[src/hw/rtl/mtkh_pkg.sv]
package mtkh_pkg;

	// Number of layers that have their own key entry.
	localparam int NUM_LAYERS = 4;
	localparam int LAYER_IDX_W = (NUM_LAYERS > 1) ? $clog2(NUM_LAYERS) : 1;

	// Widths fixed by the interface.
	localparam int CFG_IDX_W = 2;
	localparam int ENTRY_W = 37;
	localparam int TIME_W = 32;
	localparam int DELAY_W = 16;

	// Mod kind of a key entry.
	typedef enum logic [1:0] {
		KIND_NONE     = 2'd0,
		KIND_LAYER_MO = 2'd1,
		KIND_LAYER_TG = 2'd2,
		KIND_MODIFIER = 2'd3
	} kind_t;

	// Action code of a result.
	typedef enum logic [2:0] {
		ACT_KEY          = 3'd0,
		ACT_LAYER_MO     = 3'd1,
		ACT_LAYER_TG     = 3'd2,
		ACT_LAYER_REVERT = 3'd3,
		ACT_MOD_SET      = 3'd4,
		ACT_MOD_RESET    = 3'd5
	} action_t;

	// One layer's key entry, packed as in the configuration register.
	typedef struct packed {
		logic [DELAY_W-1:0] delay;
		logic [2:0]         target;
		kind_t              kind;
		logic [7:0]         modifier;
		logic [7:0]         key;
	} entry_t;

	// One result.
	typedef struct packed {
		action_t    action;
		logic [7:0] key_code;
		logic       key_down;
		logic [7:0] modifier_code;
		logic [2:0] target_layer;
		logic       last_of_run;
	} result_t;

endpackage

[src/hw/rtl/mod_tap_key_handler_unit.sv]
// Stages: an accepted request is registered in the input stage, its results in the result
// buffer, which presents the first; a second result follows once the first is taken.
// Throughput: one request per cycle while result_stall is low and each request gives
// at most one result; one that gives two holds back the next until both are taken.
// Reset (arst_n low, asynchronous): key released, no mod held, press time and all layer
// entries cleared, input and result stages empty.
module mod_tap_key_handler_unit
	import mtkh_pkg::*;
(
	input  logic                 clk,
	input  logic                 arst_n,
	// Configuration write channel.
	input  logic                 cfg_valid,
	output logic                 cfg_ready,
	input  logic [CFG_IDX_W-1:0] cfg_index,
	input  logic [ENTRY_W-1:0]   cfg_data,
	// Poll request channel.
	input  logic                 item_valid,
	output logic                 item_stall,
	input  logic                 pin_pressed,
	input  logic [1:0]           active_layer,
	input  logic [TIME_W-1:0]    time_now,
	// Result channel.
	output logic                 result_valid,
	input  logic                 result_stall,
	output logic [2:0]           action,
	output logic [7:0]           key_code,
	output logic                 key_down,
	output logic [7:0]           modifier_code,
	output logic [2:0]           target_layer,
	output logic                 last_of_run
);

	// Layer entries.
	entry_t layer_entry_q [NUM_LAYERS];

	// Key state.
	logic              was_pressed_q;
	logic              holding_mod_q;
	logic [TIME_W-1:0] press_time_q;

	// Input stage.
	logic              valid_s1;
	logic              pressed_s1;
	logic [1:0]        layer_s1;
	logic [TIME_W-1:0] time_s1;

	// Result buffer: slot 0 is presented, slot 1 waits behind it.
	result_t    slot0_q;
	result_t    slot1_q;
	logic [1:0] count_q;

	// Combinational decode of the request in the input stage.
	logic                   pop;
	logic                   proc;
	logic [LAYER_IDX_W-1:0] layer_sel;
	entry_t                 entry;
	logic                   rise;
	logic                   fall;
	logic                   held;
	logic [TIME_W-1:0]      elapsed;
	logic                   expired;
	logic                   fire;
	logic [1:0]             n_res;
	result_t                res0;
	result_t                res1;

	function automatic result_t make_res(action_t act, logic [7:0] key, logic down,
			logic [7:0] modifier, logic [2:0] layer);
		result_t r;
		r.action        = act;
		r.key_code      = key;
		r.key_down      = down;
		r.modifier_code = modifier;
		r.target_layer  = layer;
		r.last_of_run   = 1'b0;
		return r;
	endfunction

	// Configuration writes are taken at any time.
	assign cfg_ready = 1'b1;

	always_ff @(posedge clk or negedge arst_n) begin
		if (!arst_n) begin
			for (int i = 0; i < NUM_LAYERS; i++) begin
				layer_entry_q[i] <= '0;
			end
		end else if (cfg_valid && (int'(cfg_index) < NUM_LAYERS)) begin
			layer_entry_q[LAYER_IDX_W'(cfg_index)] <= entry_t'(cfg_data);
		end
	end

	// Buffer handshake: a request is processed when the buffer is empty or is emptying.
	assign pop        = (count_q != 2'd0) && !result_stall;
	assign proc       = valid_s1 && ((count_q == 2'd0) || ((count_q == 2'd1) && pop));
	assign item_stall = valid_s1 && !proc;

	// Input register.
	always_ff @(posedge clk or negedge arst_n) begin
		if (!arst_n) begin
			valid_s1 <= 1'b0;
		end else if (item_valid && !item_stall) begin
			valid_s1 <= 1'b1;
		end else if (proc) begin
			valid_s1 <= 1'b0;
		end
	end

	always_ff @(posedge clk) begin
		if (item_valid && !item_stall) begin
			pressed_s1 <= pin_pressed;
			layer_s1   <= active_layer;
			time_s1    <= time_now;
		end
	end

	// Entry lookup with out-of-range layers clamped to the last one.
	assign layer_sel = (int'(layer_s1) >= NUM_LAYERS) ? LAYER_IDX_W'(NUM_LAYERS - 1)
	                                                  : LAYER_IDX_W'(layer_s1);
	assign entry = layer_entry_q[layer_sel];

	// Edge detection and hold timeout.
	assign rise    = pressed_s1 && !was_pressed_q;
	assign fall    = !pressed_s1 && was_pressed_q;
	assign held    = pressed_s1 && was_pressed_q;
	assign elapsed = time_s1 - press_time_q;
	assign expired = elapsed > TIME_W'(entry.delay);
	assign fire    = (entry.kind != KIND_NONE) &&
	                 ((rise && (entry.delay == '0)) || (held && !holding_mod_q && expired));

	// Result generation.
	always_comb begin
		n_res = 2'd0;
		res0  = '0;
		res1  = '0;
		if (fire) begin
			unique case (entry.kind)
				KIND_LAYER_MO: begin
					res0  = make_res(ACT_LAYER_MO, 8'd0, 1'b0, 8'd0, entry.target);
					n_res = 2'd1;
				end
				KIND_LAYER_TG: begin
					res0  = make_res(ACT_LAYER_TG, 8'd0, 1'b0, 8'd0, entry.target);
					n_res = 2'd1;
				end
				default: begin
					res0  = make_res(ACT_MOD_SET, 8'd0, 1'b0, entry.modifier, 3'd0);
					res1  = make_res(ACT_KEY, 8'd0, 1'b1, 8'd0, 3'd0);
					n_res = 2'd2;
				end
			endcase
		end else if (rise) begin
			if (entry.kind == KIND_NONE) begin
				res0  = make_res(ACT_KEY, entry.key, 1'b1, 8'd0, 3'd0);
				n_res = 2'd1;
			end
		end else if (fall) begin
			if (holding_mod_q) begin
				if (entry.kind == KIND_LAYER_MO) begin
					res0  = make_res(ACT_LAYER_REVERT, 8'd0, 1'b0, 8'd0, 3'd0);
					n_res = 2'd1;
				end else begin
					res0  = make_res(ACT_MOD_RESET, 8'd0, 1'b0, entry.modifier, 3'd0);
					res1  = make_res(ACT_KEY, 8'd0, 1'b0, 8'd0, 3'd0);
					n_res = 2'd2;
				end
			end else if (entry.kind != KIND_NONE) begin
				// A release before the hold fires is a tap.
				res0  = make_res(ACT_KEY, entry.key, 1'b1, 8'd0, 3'd0);
				res1  = make_res(ACT_KEY, entry.key, 1'b0, 8'd0, 3'd0);
				n_res = 2'd2;
			end else begin
				res0  = make_res(ACT_KEY, entry.key, 1'b0, 8'd0, 3'd0);
				n_res = 2'd1;
			end
		end
		res0.last_of_run = (n_res == 2'd1);
		res1.last_of_run = 1'b1;
	end

	// Key state update.
	always_ff @(posedge clk or negedge arst_n) begin
		if (!arst_n) begin
			was_pressed_q <= 1'b0;
			holding_mod_q <= 1'b0;
			press_time_q  <= '0;
		end else if (proc) begin
			was_pressed_q <= pressed_s1;
			if (fire) begin
				holding_mod_q <= 1'b1;
			end else if (rise) begin
				holding_mod_q <= 1'b0;
			end
			if (rise && !fire && (entry.kind != KIND_NONE)) begin
				press_time_q <= time_s1;
			end
		end
	end

	// Result buffer.
	always_ff @(posedge clk or negedge arst_n) begin
		if (!arst_n) begin
			count_q <= 2'd0;
		end else if (proc) begin
			count_q <= n_res;
		end else if (pop) begin
			count_q <= count_q - 2'd1;
		end
	end

	always_ff @(posedge clk) begin
		if (proc) begin
			slot0_q <= res0;
			slot1_q <= res1;
		end else if (pop) begin
			slot0_q <= slot1_q;
		end
	end

	// Result ports.
	assign result_valid  = (count_q != 2'd0);
	assign action        = slot0_q.action;
	assign key_code      = slot0_q.key_code;
	assign key_down      = slot0_q.key_down;
	assign modifier_code = slot0_q.modifier_code;
	assign target_layer  = slot0_q.target_layer;
	assign last_of_run   = slot0_q.last_of_run;

`ifndef SYNTHESIS
	// The buffer never holds more than two results.
	a_count_range: assert property (@(posedge clk) disable iff (!arst_n)
		count_q != 2'd3)
		else $error("result buffer count out of range");

	// A presented result with another behind it is not the last of its run.
	a_first_not_last: assert property (@(posedge clk) disable iff (!arst_n)
		(count_q == 2'd2) |-> !last_of_run)
		else $error("first of two results marked last");

	// A lone presented result closes its run.
	a_single_last: assert property (@(posedge clk) disable iff (!arst_n)
		(count_q == 2'd1) |-> last_of_run)
		else $error("single result not marked last");

	// A stalled request stays in the input stage.
	a_stall_holds: assert property (@(posedge clk) disable iff (!arst_n)
		item_stall |=> valid_s1)
		else $error("stalled request lost");
`endif

endmodule
[config.mk]
export PLATFORM = sky130hd
export DESIGN_NAME = mod_tap_key_handler_unit
export DESIGN_NICKNAME = d
export VERILOG_FILES = /design/src/hw/rtl/mtkh_pkg.sv /design/src/hw/rtl/mod_tap_key_handler_unit.sv
export SDC_FILE = /design/constraint.sdc
export NUM_CORES = 1
export LEC_CHECK = 0
export BUFFER_PORTS_ARGS = -buffer_cell sky130_fd_sc_hd__buf_2
export CAP_MARGIN = 40
export CORE_UTILIZATION = 43
export CTS_CLUSTER_SIZE = 8
export DETAILED_ROUTE_END_ITERATION = 10
export HOLD_SLACK_MARGIN = 0.12
export PLACE_DENSITY = 0.67
export SYNTH_ARGS = -nofsm -noshare
export SYNTH_HDL_FRONTEND = slang
export SYNTH_SLANG_ARGS = --single-unit
[constraint.sdc]
create_clock -name clk -period 10.1 [get_ports clk]
set_input_delay 1.515 -clock clk [delete_from_list [all_inputs] [get_ports clk]]
set_output_delay 1.515 -clock clk [all_outputs]
set_load 0.005 [all_outputs]
==> summary.txt, run 1 <==
Drt
  • Drt total wl: 27600 um
  • Starting DRC count in detailed routing: 390
  • Pre-Repair DR Iteration Count: 5
  • Number of vias per cell: ~5.5
  • Routed Antenna Nets: 0
  • Via count: slightly above 8000
  • DRC Markers: 0
  • WL/cell: between 15 and 20 um

Timing
  • Worst Skew: between 0.015 and 0.02 ns
  • Worst Tran Pin Value: roughly 0.78 ns
  • RSZ-0062 raised after global routing: false
  • Final TNS setup: 0 ns
  • Final period util: 49.36%
  • Final setup violation count: 0
  • Slew Viols, Final: 0
  • Slew HR: 47.91%
  • Final Hold Viols: 0
  • FMAX: approximately 200 MHz
  • Final worst path period need: between 4 and 5 ns

Die
  • Die X: approximately 180 um
  • I/O pin total: between 100 and 150
  • Die Area: roughly 30000 um^2
  • Initial core utilization: roughly 44%
  • Core Area: roughly 30000 um^2
  • Core Rows: 63
  • Die H: 175.6 um

Pwr
  • Logic pwr share: between 40% and 50%
  • Pwr dens: between 300 and 400 nW/um^2
  • Static Leak: between 6 and 7 nW
  • P_int: 0.002929 W
  • Switching Fraction: 35.57%
  • Clk pwr share: approximately 25%
  • Maximum VDD drop: 0.0001117 V
  • Seq pwr share: ~33%
  • Total power draw: ~0.0045 W
  • P_sw: between 0.0015 and 0.002 W

Place
  • Placed instance count: approximately 1500
  • Number of port buffers: ~100
  • Routability congestion estimate: a little under 0.9
  • HPWL after DPL: 18830 um

Logic synthesis
  • Yosys top cell by area: dfrtp_1
  • Number of library cell types mapped by synthesis: 73
  • Sequential share of the synthesized area: just over 50%
  • Post-Syn Area per Cell: approximately 13 um^2
  • Mapped Area: ~13000 um^2
  • Top_reg_cell synth: dfrtp_1
  • Cells after synthesis: between 900 and 1000
  • Async S/R FF share, synth: between 70% and 80%
  • Synth top cells by count: dfrtp_1 (185), mux2_2 (151), edfxtp_1 (68)
  • Top-area cell type share of the netlist area: 35.74%
  • Post-synth EDFFs: slightly below 70
  • FF+latch count, synth: approximately 250
  • Post-Syn Nets: about 1100
  • Largest cells by area after synthesis: dfrtp_1 (36%), edfxtp_1 (16%), mux2_2 (13%), mux4_2 (6.4%), ha_1 (5.0%)
  • Most instantiated library cell after synthesis: dfrtp_1
  • Warnings, synthesis: 0

Layout
  • Share of layout cells above drive strength 1: between 30% and 40%
  • Layout Nets: ~1200
  • Syn-to-layout area delta: 15.72%
  • Fin cells: roughly 1500

Global routing
  • Initial antenna violation count: 3
  • Vias in the first global route: approximately 8500
  • Grt ovf: 0
  • Largest net degree at the start of global routing: 67
  • First-pass GRT wire length: approximately 45000 um
  • Tot GR Track Use: ~19%

Worst setup path
  • Setup crit end kind: flop
  • Critical Path AT: between 5 and 6 ns
  • Crit path kind: reg -> reg
  • CP startpoint kind: flop
  • WP data required: roughly 10 ns
  • Crit path max fanout: 9
  • Worst R2R Path Depth: 19

CTS
  • Number of post-CTS setup repair buffers: 0
  • # resized after CTS: 0
  • CTS Buffer Depth: 3
  • H-Tree Depth: 2
  • Worst-Skew Late Latency: 0.52 ns
  • CTS tree: built
  • Hold Buf Count CTS: 0
  • Total CTS buffers: 37
  • # clock sinks: roughly 250
  • Clock-pin transition on the worst setup and hold timing paths: approximately 0.05 ns
  • CTS Root Cell: clkbuf_16

Min path
  • Hold crit path type: reg -> reg
  • Hold path depth: 1

Flow run
  • Total of max-cap violations: 0

Run status
  • Status: completed
## flip-flops by register name, indices dropped and copies added, names as in the netlist, 2 cells and up
signal and count:
time_s1 32, layer_entry_q 148, layer_s1 2, action 3
press_time_q 32, target_layer 3, slot1_q 9, modifier_code 8
key_code 8, count_q 2
## path summary, 6_finish.rpt
check | startpoint | to | slack, ns
min in group asynchronous | arst_n | layer_entry_q[79] | 1.01
max in group asynchronous | arst_n | layer_entry_q[69] | 7.43
worst max-delay path | press_time_q[0] | modifier_code[2] | 5.11
worst min-delay path | layer_entry_q[47] | layer_entry_q[47] | 0.49
worst min register to register | layer_entry_q[47] | layer_entry_q[47] | 0.49
worst max register to register | press_time_q[0] | modifier_code[2] | 5.11
## cell usage in the layout, fill, tap and decap left out, types with 5 or more instances in the layout
master     synthesis  layout
o211ai_1           7       7
buf_4              2      10
xor2_1             9       9
dfrtp_1          185     185
o21ai_0           20      20
mux2_2           151     151
o21a_1             8       8
edfxtp_1          68      68
nand2b_1           9       9
inv_1             66      66
nor2_1            30      30
mux2_4            29      29
clkbuf_16          0      37
and3_1             5       5
a21oi_1           42      42
ha_1              52      52
clkbuf_1          27      21
xnor2_1           12      12
nand2_1           44      44
a21o_1            16      16
nor3_1            11      11
nor4_1             5       5
buf_2              2     103
nor2b_1           12      12
nand3_1           12      11
a22o_1             8       8
and2_1            11      11
nand4_1           14      14
a211oi_1           9       9
mux4_2            37      37
## metal layers
| metal | global-route usage [%] | vias up | share of wire, % |
|---|---|---|---|
| met4 | 4.855 | 4 | 1.8 |
| met1 | 25.61 | 4123 | 46 |
| li1 | - | 3888 | - |
| met3 | 4.221 | 52 | 5.7 |
| met2 | 29.41 | 178 | 46 |
| met5 | 0 | - | 0.094 |
## area by class of cell
type | count | area [um^2]
flip-flops and latches | 253 | 6671
clock buffers | 58 | 1005
well taps | 390 | 488.0
diodes | 1 | 2.502
fillers | 2583 | 14650
inverters | 67 | 251.5
clock inverters | 3 | 37.54
repair buffers | 116 | 656.9
multi-input cells | 624 | 5876
## kinds of logic after synthesis
logic type	share of synthesized area, %
AO/OA/AOI/OAI	8.395
XOR/XNOR	1.420
adder cells (fa/ha/maj)	5.178
buffers and inverters	3.265
flip-flops	51.51
multiplexers	23.15
other	0.02895
AND/OR/NAND/NOR	7.052
## critical path, stage by stage, from the launching register on
cell and delay, ns:
dfrtp_1 0.37, ha_1 0.23, fa_1 0.41, nor2b_1 0.17, o31a_1 0.18, o21ai_1 0.10
a211oi_1 0.49, nor2_1 0.11, xnor2_1 0.18, ha_1 0.25, nand4_1 0.14, a311oi_1 0.06
a211o_1 0.27, a211oi_1 0.21, a21oi_1 0.09, a211oi_1 0.19, nand4_1 0.19, or4_4 0.61
a21oi_4 0.36, nor2b_1 0.10
## power by group through the flow
stage	clock network [W]	registers, W	logic, W
2_1_floorplan	0	0.00149	0.00144
3_3_place_gp	0	0.00152	0.00187
3_5_place_dp	0	0.00152	0.00192
4_1_cts	0.00115	0.00151	0.00193
5_1_grt	0.00119	0.00154	0.00214
6_report	0.00111	0.00151	0.00192
## per-stage QoR
stage / hold slack (ns) / setup WS [ns] / area (um^2) / util, %
2_1_floorplan: 0.4739 / 5.733 / 12950 / -
3_3_place_gp: 0.4824 / 5.301 / 13890 / 46.86
3_5_place_dp: 0.4877 / 5.168 / 13940 / 47.04
4_1_cts: 0.4987 / 5.149 / 14990 / 50.56
5_1_grt: 0.5061 / 4.824 / 14990 / 50.56
6_report: 0.4939 / 5.115 / 14990 / 50.57
Power figures use the tool's default switching activity.
==> run 2: changes to the inputs <==
==> constraint.sdc (replaced) <==
create_clock -name clk -period 5.2 [get_ports clk]
set_input_delay 0.78 -clock clk [delete_from_list [all_inputs] [get_ports clk]]
set_output_delay 0.78 -clock clk [all_outputs]
set_load 0.005 [all_outputs]
==> run 2 against run 1 <==
Net effect:
- first-iteration DRC count increased by 11%
- flip-flop and latch count stayed put
- critical path depth is the same
- setup slack worse by 4.8 ns
- clock skew up 0.014 ns
- via count is 0.92% higher
- final cell count is 0.13% higher
- core utilization grew 0.38 points
- register-to-register slack got worse by 4.8 ns
- clock-buffer cell count decreased by 4
- sequential power rose by 95%
- global-route usage grew 0.11 points
- largest cell class unchanged
==> summary.txt, run 2 (synthesis gave the netlist of run 1 again) <==
Run status
  • Status: completed

Timing
  • Worst Skew: 0.03370 ns (+0.01420 ns)
  • Final setup violation count: 0 (unchanged)
  • Slew Viols, Final: 0 (unchanged)
  • FMAX: 205.1 MHz (+2.2%)
  • Final setup margin: 0.3243 ns (-4.791 ns)
  • Final TNS setup: 0 ns (unchanged)
  • Worst Tran Pin Value: 0.6623 ns (-0.1190 ns)
  • RSZ-0062 raised after global routing: false
  • Final Hold Viols: 0 (unchanged)
  • Final period util: 93.76% (+44 points)
  • Final worst path period need: 4.876 ns (-0.1094 ns)
  • Slew HR: 55.85% (+7.9 points)

Worst setup path
  • Setup crit end kind: flop
  • Worst reg2reg startpoint: time_s1[3]
  • CP startpoint kind: flop
  • Critical Path AT: 5.27 ns (+0.04 ns)
  • WP data required: 5.59 ns (-4.76 ns)
  • Crit path kind: reg -> reg
  • Crit path max fanout: 8 (-1)
  • CP Launch Point: time_s1[3]

Global routing
  • Vias in the first global route: 8568 (+1.3%)
  • Initial antenna violation count: 3 (unchanged)
  • First-pass GRT wire length: 45510 um (+0.69%)
  • Grt ovf: 0 (unchanged)
  • Largest net degree at the start of global routing: 97 (+45%)
  • Tot GR Track Use: 18.64% (+0.11 points)

Pwr
  • Static Leak: 6.532 nW (+0.77%)
  • Pwr dens: 589.3 nW/um^2 (+94%)
  • Maximum VDD drop: 0.0002420 V (+120%)

Drt
  • Pre-Repair DR Iteration Count: 5 (unchanged)
  • DRC Markers: 0 (unchanged)
  • Starting DRC count in detailed routing: 432 (+11%)
  • Drt total wl: 28070 um (+1.7%)
  • Routed Antenna Nets: 0 (unchanged)
  • WL/cell: 18.54 um (+1.6%)
  • Number of vias per cell: 5.496 (+0.79%)
  • Via count: 8321 (+0.92%)

Layout
  • Fill cell count: 2613 (+1.2%)
  • Syn-to-layout area delta: 16.59%
  • Share of layout cells above drive strength 1: 35.12% (+0.41 points)
  • Most flops, register: layer_entry_q
  • Layout Nets: 1236 (+0.41%)
  • Commonest non-fill, non-tap cells in the layout: dfrtp_1 (185), mux2_2 (151), buf_2 (103)
  • Commonest non-fill, non-tap cell in the layout: dfrtp_1
  • Largest register FFs: 148 (unchanged)
  • Final Util: 50.95% (+0.38 points)
  • Post-route cell area: 15100 um^2 (+0.75%)
  • Top Registers: layer_entry_q (148), press_time_q (32), time_s1 (32)

CTS
  • # clock sinks: 253 (unchanged)
  • Clock-pin transition on the worst setup and hold timing paths: 0.05 ns (about the same)
  • H-Tree Depth: 2 (unchanged)
  • CTS tree: built
  • CTS Root Cell: clkbuf_16
  • Worst-Skew Late Latency: 0.54 ns (+0.02 ns)
  • CTS Buffer Depth: 3 (unchanged)
  • Total CTS buffers: 37 (unchanged)

Die
  • Die X: 175.6 um (unchanged)
  • Die H: 175.6 um (unchanged)
  • Core Rows: 63 (unchanged)
  • Die Area: 30820 um^2 (unchanged)
  • Initial core utilization: 43.70% (unchanged)
  • Core Area: 29640 um^2 (unchanged)
  • I/O pin total: 106 (unchanged)

Place
  • HPWL after DPL: 18910 um (+0.41%)
  • Routability congestion estimate: 0.8703 (-0.14%)
  • DP Area: 13990 um^2 (+0.34%)
  • Number of port buffers: 104 (unchanged)
  • Post-Place Worst Slack: 0.2308 ns (-4.937 ns)

Min path
  • Hold crit path type: in -> reg
  • Worst Min Path Start: time_now[0]

Flow run
  • Total of max-cap violations: 0 (unchanged)
## run 2: cell count changes in the layout (fill, tap and decap cells not counted), sizes merged
| cell | change |
|---|---|
| buf | +4 |
| clkbuf | -4 |
| clkinv | +2 |
| inv | -2 |
| diode | +1 |
| dlygate4sd3 | +1 |
## run 2: report_power, final
part | internal (W) | switching (W) | total, W | leakage [nW]
clock network | 0.00132 | 0.000874 | 0.00220 | 0.509
registers | 0.00267 | 0.000279 | 0.00295 | 2.85
logic | 0.00172 | 0.00203 | 0.00375 | 3.17
total | 0.00571 | 0.00319 | 0.00890 | 6.53
## run 2: cell type report
class | instances | area [um^2] | area share, %
Clock buffer | 54 | 989.7 | 6.554
Tap cell | 390 | 488.0 | 3.231
Multi-Input combinational cell | 624 | 5881 | 38.94
Clock inverter | 3 | 80.08 | 0.5303
Inverter | 67 | 251.5 | 1.665
Antenna cell | 2 | 5.005 | 0.03314
Timing Repair Buffer | 121 | 734.5 | 4.864
Sequential cell | 253 | 6671 | 44.18
## run 2: what timing repair did
action | 4_1_cts | 5_1_grt
endpoints found under the hold margin | 2 | 0
hold buffers | 1 | 0
setup endpoints to repair | 0 | 45
resized for setup | 0 | 1
buffers inserted | 0 | 1
## run 2: final timing paths
check                      depth (start not counted)  slack (ns)                  to
max                                               19        0.32     press_time_q[6]
min                                                1        0.42          time_s1[0]
max reg2reg                                       19        0.32     press_time_q[6]
min reg2reg                                        1        0.50   layer_entry_q[70]
max in group asynchronous                          4        3.40  layer_entry_q[139]
min in group asynchronous                          2        0.63  layer_entry_q[117]
## run 2: per-layer routing
layer / up-vias / global-route usage (%) / routed length, um
met5: - / 0 / 13
met4: 2 / 5.326 / 564
met3: 49 / 4.199 / 1453
met2: 175 / 29.65 / 13090
met1: 4201 / 25.58 / 12950
li1: 3894 / - / -
## run 2: critical path: stages, from the launching register on
cell	delay, ns
edfxtp_1	0.40
ha_1	0.36
and2_4	0.19
a221oi_2	0.33
nand2_1	0.18
a32o_1	0.33
a21oi_1	0.20
xnor2_1	0.17
ha_1	0.28
nand4_1	0.14
a311oi_1	0.06
a211o_1	0.28
a211oi_1	0.21
a21oi_1	0.11
a211oi_1	0.20
nand4_1	0.19
nor4_2	0.45
o21ai_4	0.16
buf_4	0.22
mux2_4	0.30
## run 2: metrics by stage
step                      instances  hold slack, ns  power, W
after global routing           1512          0.4065  0.009520
after CTS                      1511          0.4068  0.008948
final                          1514          0.4227  0.008898
after detailed placement       1453          0.4883  0.006691
after floorplan                 981          0.4739  0.005690
after global placement         1451          0.4817  0.006602
